$ cat src/sv/smh_pkg.sv
`default_nettype none
// ----------------------------------------------------------------------------
// smh_pkg
// shared types and constants of the sobel magnitude histogram block
// ----------------------------------------------------------------------------
package smh_pkg;

    localparam int PIX_W      = 24;
    localparam int CH_W       = 8;
    localparam int NUM_LANES  = 3;
    localparam int TAPS       = 9;
    localparam int BIN_W      = 3;
    localparam int HIST_AW    = 9;
    localparam int HIST_DEPTH = 512;
    localparam int CNT_W      = 23;
    localparam int CFG_W      = 12;
    localparam int SQ_W       = 18;

    localparam logic [CNT_W-1:0] COUNT_MAX = {CNT_W{1'b1}};

    localparam logic [1:0] MODE_PIXEL = 2'd0;
    localparam logic [1:0] MODE_READ  = 2'd1;
    localparam logic [1:0] MODE_START = 2'd2;

    localparam logic REG_FRAME_WIDTH  = 1'b0;
    localparam logic REG_FRAME_HEIGHT = 1'b1;

    localparam logic [CFG_W-1:0] FRAME_WIDTH_RST  = 12'd640;
    localparam logic [CFG_W-1:0] FRAME_HEIGHT_RST = 12'd480;

    typedef logic [TAPS-1:0][CH_W-1:0] lane_pix_t;
    typedef logic [NUM_LANES-1:0][CH_W-1:0] mag_set_t;

    typedef enum logic [1:0] {
        HOP_NONE  = 2'd0,
        HOP_CLEAR = 2'd1,
        HOP_READ  = 2'd2,
        HOP_INC   = 2'd3
    } hist_op_t;

    typedef struct packed {
        hist_op_t           op;
        logic [HIST_AW-1:0] addr;
    } hist_cmd_t;

    // bin triple from the three channel magnitudes
    function automatic logic [HIST_AW-1:0] bin_of(input mag_set_t mags);
        bin_of = {mags[0][CH_W-1 -: BIN_W], mags[1][CH_W-1 -: BIN_W],
                  mags[2][CH_W-1 -: BIN_W]};
    endfunction

endpackage
`default_nettype wire

$ cat src/sv/smh_lane.sv
`default_nettype none
// ----------------------------------------------------------------------------
// smh_lane
// one channel: sobel sums or raw pixel, squares, bit-per-cycle square root
// ----------------------------------------------------------------------------
module smh_lane (
    input  wire logic              aclk,
    input  wire logic              aresetn,
    input  wire logic              start,
    input  wire logic              use_raw,
    input  wire smh_pkg::lane_pix_t pix,
    output logic                   done,
    output logic [7:0]             mag
);
    import smh_pkg::*;

    typedef enum logic [2:0] {
        LN_IDLE = 3'b001,
        LN_SQ   = 3'b010,
        LN_ROOT = 3'b100
    } ln_state_t;

    ln_state_t         state_reg, state_next;
    logic signed [8:0] gx_reg, gy_reg, gx_next, gy_next;
    logic [SQ_W-1:0]   sq_reg, sq_next;
    logic [7:0]        root_reg, root_next, bit_reg, bit_next;
    logic              done_reg, done_next;

    logic signed [10:0] p [TAPS];
    logic signed [10:0] sx, sy, sx_adj, sy_adj, sx_div, sy_div;
    logic signed [17:0] gx_sq, gy_sq;
    logic [7:0]         trial;
    logic [15:0]        trial_sq;

    always_comb begin
        for (int i = 0; i < TAPS; i++) begin
            p[i] = signed'({3'b000, pix[i]});
        end
        sx = p[2] - p[0] + 11'sd2 * (p[5] - p[3]) + p[8] - p[6];
        sy = p[0] + 11'sd2 * p[1] + p[2] - p[6] - 11'sd2 * p[7] - p[8];
        // truncate toward zero
        sx_adj = sx[10] ? sx + 11'sd3 : sx;
        sy_adj = sy[10] ? sy + 11'sd3 : sy;
        sx_div = sx_adj >>> 2;
        sy_div = sy_adj >>> 2;
        if (use_raw) begin
            gx_next = signed'({1'b0, pix[TAPS-1]});
            gy_next = signed'({1'b0, pix[TAPS-1]});
        end else begin
            gx_next = sx_div[8:0];
            gy_next = sy_div[8:0];
        end
    end

    assign gx_sq    = gx_reg * gx_reg;
    assign gy_sq    = gy_reg * gy_reg;
    assign trial    = root_reg | bit_reg;
    assign trial_sq = trial * trial;

    always_comb begin
        state_next = state_reg;
        sq_next    = sq_reg;
        root_next  = root_reg;
        bit_next   = bit_reg;
        done_next  = 1'b0;
        unique case (state_reg)
            LN_IDLE: begin
                if (start) begin
                    state_next = LN_SQ;
                end
            end
            LN_SQ: begin
                sq_next    = $unsigned(gx_sq) + $unsigned(gy_sq);
                root_next  = 8'd0;
                bit_next   = 8'h80;
                state_next = LN_ROOT;
            end
            LN_ROOT: begin
                if ({2'b00, trial_sq} <= sq_reg) begin
                    root_next = trial;
                end
                bit_next = bit_reg >> 1;
                if (bit_reg[0]) begin
                    done_next  = 1'b1;
                    state_next = LN_IDLE;
                end
            end
            default: state_next = LN_IDLE;
        endcase
    end

    always_ff @(posedge aclk) begin
        if (!aresetn) begin
            state_reg <= LN_IDLE;
            done_reg  <= 1'b0;
        end else begin
            state_reg <= state_next;
            done_reg  <= done_next;
        end
    end

    always_ff @(posedge aclk) begin
        if (state_reg == LN_IDLE && start) begin
            gx_reg <= gx_next;
            gy_reg <= gy_next;
        end
        sq_reg   <= sq_next;
        root_reg <= root_next;
        bit_reg  <= bit_next;
    end

    assign done = done_reg;
    assign mag  = root_reg;

endmodule
`default_nettype wire

$ cat config.mk
export PLATFORM = sky130hd
export DESIGN_NAME = smh_lane
export DESIGN_NICKNAME = d
export VERILOG_FILES = /design/src/sv/smh_pkg.sv /design/src/sv/smh_lane.sv
export SDC_FILE = /design/constraint.sdc
export NUM_CORES = 1
export LEC_CHECK = 0
export BUFFER_PORTS_ARGS = -buffer_cell sky130_fd_sc_hd__buf_2
export CORE_MARGIN = 1
export CORE_UTILIZATION = 47
export CTS_CLUSTER_DIAMETER = 150
export CTS_CLUSTER_SIZE = 8
export DETAILED_ROUTE_END_ITERATION = 16
export PLACE_DENSITY = 0.62
export SETUP_SLACK_MARGIN = 0.05
export SYNTH_ARGS = -nofsm -noshare
export SYNTH_HDL_FRONTEND = slang
export SYNTH_SLANG_ARGS = --single-unit
$ cat constraint.sdc
create_clock -name aclk -period 7.1 [get_ports aclk]
set_input_delay 1.065 -clock aclk [delete_from_list [all_inputs] [get_ports aclk]]
set_output_delay 1.065 -clock aclk [all_outputs]
set_load 0.01 [all_outputs]
==> results.yml <==
global_route:
  grt_pass1_wl_um: 40600
  grt_pass1_vias: 8868
  grt_antenna_before_repair: 0
  grt_overflow: 0
  grt_max_degree: 21
  track_usage_pct: 19.0
sta:
  setup_tns_ns: 0
  rsz0062_at_grt: "no"
  maxSlewViolCount: 0
  fin_crit_ns: 6.44
  setup_viol: 0
  final.setup_skew_ns: 0.0138
  relSlewSlack_pct: 53.4
  tightest_slew_ns: 0.694
  fmax_mhz: 155
  finalHoldViolCount: 0
  fin_crit_sh_pct: 90.6
clock_tree:
  cts_setup_buffers: 0
  cts_max_level: 2
  holdBufCountCts: 0
  clkTransAtPathRegs_ns: 0.08
  root_buffer: "clkbuf_16"
  cts_sinks: 56
  cts_resized: 0
  tritoncts: "yes"
  insertion_delay_ns: 0.31
  cts_inserted_buffers: 5
  clockBufferDepth: 2
status:
  status: "complete, no violations"
place:
  postPlaceCellArea_um2: 13100
  gp_congestion: 0.835
  portBuffers: 76
  place_hpwl_um: 20500
yosys:
  synthDistinctLibCells: 60
  yosys_warnings: 0
  synthCells: 1257
  syn_nets: 1709
  yosysSeqAreaShare_pct: 13.4
  ys_ff_latch: 56
  synth_edf_count: 52
  async_reset_ff_share_pct: 0
  synth_flop_cell: "edfxtp_1"
  avgSynthCellArea_um2: 9.77
  syn-cell-area_um2: 12300
critical_path:
  worst-path-max-fanout: 17
  start_kind: "flip-flop"
  crit_type: "flip-flop to flip-flop"
  cp_top_family: "adder cells"
  crit_path_max_incr_delay_ns: 0.70
  cp.arrival_ns: 6.50
  critical_path.endpoint_type: "flip-flop"
  cp_data_required_time_ns: 7.17
  crit_path_frequent_cell: "fa_1"
  slowest_stage: "edfxtp_1"
  worst-path-buf-inv: 4
  path_cells: "and2_1 > fa_1 > fa_1 > fa_1 > inv_1 > fa_1 > fa_1 > inv_1 > fa_1 > inv_1 > fa_1 > inv_1 > ha_1 > a21oi_1 > o21ai_1 > o41a_1 > a21o_1 > a21oi_1 > xnor2_1"
floorplanning:
  die_area_um2: 26800
  ioPinCount: 85
  initial_core_util_pct: 48.3
  rows: 58
  die_w_um: 164
  fp.dieH_um: 164
  core_area_um2: 25400
routing:
  vias_per_cell: 4.90
  initialDrtViolationCount: 406
  dr_total_vias: 8201
  drc: 0
  wl_per_cell_um: 13.6
  first_pass_iters: 4
  ant_nets: 0
  drt-total-wl_um: 22800
cells_and_area:
  antennaDiodeCount: 0
  layout_commonest_cell: "inv_1"
  mostFrequentLayoutCells: "inv_1, fa_1, ha_1"
  final_area_um2: 13300
  largest_register_ff_count: 18
  finalNetCount: 1794
  drive_gt1_share_pct: 8.49
  syn_to_final_growth_pct: 8.32
run:
  maxCapViolCount: 0
hold_path:
  hp-class: "flip-flop to flip-flop"
## worst paths after layout
check	cells after the start	slack, ns	from	to
worst min register to register	1	0.61	bit_reg[3]$_SDFFCE_PP0P_	bit_reg[2]$_SDFFCE_PP0P_
worst max register to register	19	0.66	gx_reg[8]$_SDFFCE_PP0P_	sq_reg[15]$_DFFE_PP_
worst min-delay path	1	0.61	bit_reg[3]$_SDFFCE_PP0P_	bit_reg[2]$_SDFFCE_PP0P_
worst max-delay path	19	0.66	gx_reg[8]$_SDFFCE_PP0P_	sq_reg[15]$_DFFE_PP_
## worst reg2reg max path: stages, from the launching register on
cell	delay, ns
edfxtp_1	0.70
and2_1	0.35
fa_1	0.46
fa_1	0.49
fa_1	0.50
inv_1	0.06
fa_1	0.49
fa_1	0.55
inv_1	0.05
fa_1	0.47
inv_1	0.05
fa_1	0.48
inv_1	0.05
ha_1	0.31
a21oi_1	0.24
o21ai_1	0.14
o41a_1	0.38
a21o_1	0.19
a21oi_1	0.17
xnor2_1	0.08
## cells in the mapped netlist, types with 2 or more instances
master	instances	area share, %
inv_1	325	9.9
fa_1	217	35
ha_1	159	16
nor2_1	80	2.4
nand2_1	58	1.8
xnor2_1	58	4.1
edfxtp_1	52	13
and2_1	43	2.2
a21oi_1	32	1.3
xor2_1	27	1.9
o21ai_0	26	1.1
a21o_1	18	1.1
nand2b_1	17	0.87
nor3_1	13	0.53
o21a_1	12	0.73
clkbuf_1	11	0.34
nor2b_1	10	0.51
o21bai_1	10	0.61
nand3_1	9	0.37
a211oi_1	5	0.31
mux2i_1	5	0.41
dfxtp_1	4	0.65
nand4_1	4	0.20
nor4_1	4	0.20
o21ai_1	4	0.16
a31oi_1	3	0.15
and3_1	3	0.15
mux2_2	3	0.28
nor3b_1	3	0.18
o22ai_1	3	0.15
a211o_1	2	0.14
a21boi_1	2	0.12
a221oi_1	2	0.14
o2111ai_1	2	0.14
o211ai_1	2	0.12
o22ai_2	2	0.20
or2_2	2	0.10
or3_1	2	0.10
or4_1	2	0.12
## final cells by class
cell class              instances  area [um^2]
fillers                      2345        12100
multi-input cells             863         9380
flip-flops and latches         56         1640
inverters                     326         1220
repair buffers                 90          485
well taps                     330          413
clock buffers                   5          125
clock inverters                 3         28.8
## stage by stage
stage	setup WS, ns	utilization [%]	std cells	hold slack, ns
after global placement	0.704	51.8	1665	0.578
final	0.665	52.4	1673	0.609
after detailed placement	0.643	51.8	1665	0.592
after floorplan	0.927	-	1257	0.525
after CTS	0.630	52.4	1673	0.621
after global routing	0.331	52.4	1673	0.646
## cells by family (layout without fill, tap and decap cells)
family          Yosys count  after routing  share of synthesized area (%)
fa+ha+maj               376            376                           51.6
buf+inv                 338            424                           10.3
simple gates            259            259                           10.4
compound gates          135            135                           7.56
xor+xnor                 85             85                           6.06
flops                    56             56                           13.4
mux                       8              8                          0.683
## layer usage
metal / GRT usage [%] / share of wire [%] / vias up
li1: - / - / 4084
met1: 23.8 / 44 / 4021
met2: 35.9 / 53 / 83
met3: 1.78 / 2.0 / 13
met4: 2.82 / 0.92 / 0
met5: 0 / 0 / -
Power is left out: the tool's default activity adds up to more than one toggle a clock period on the data nets, which glitch-free logic cannot reach.
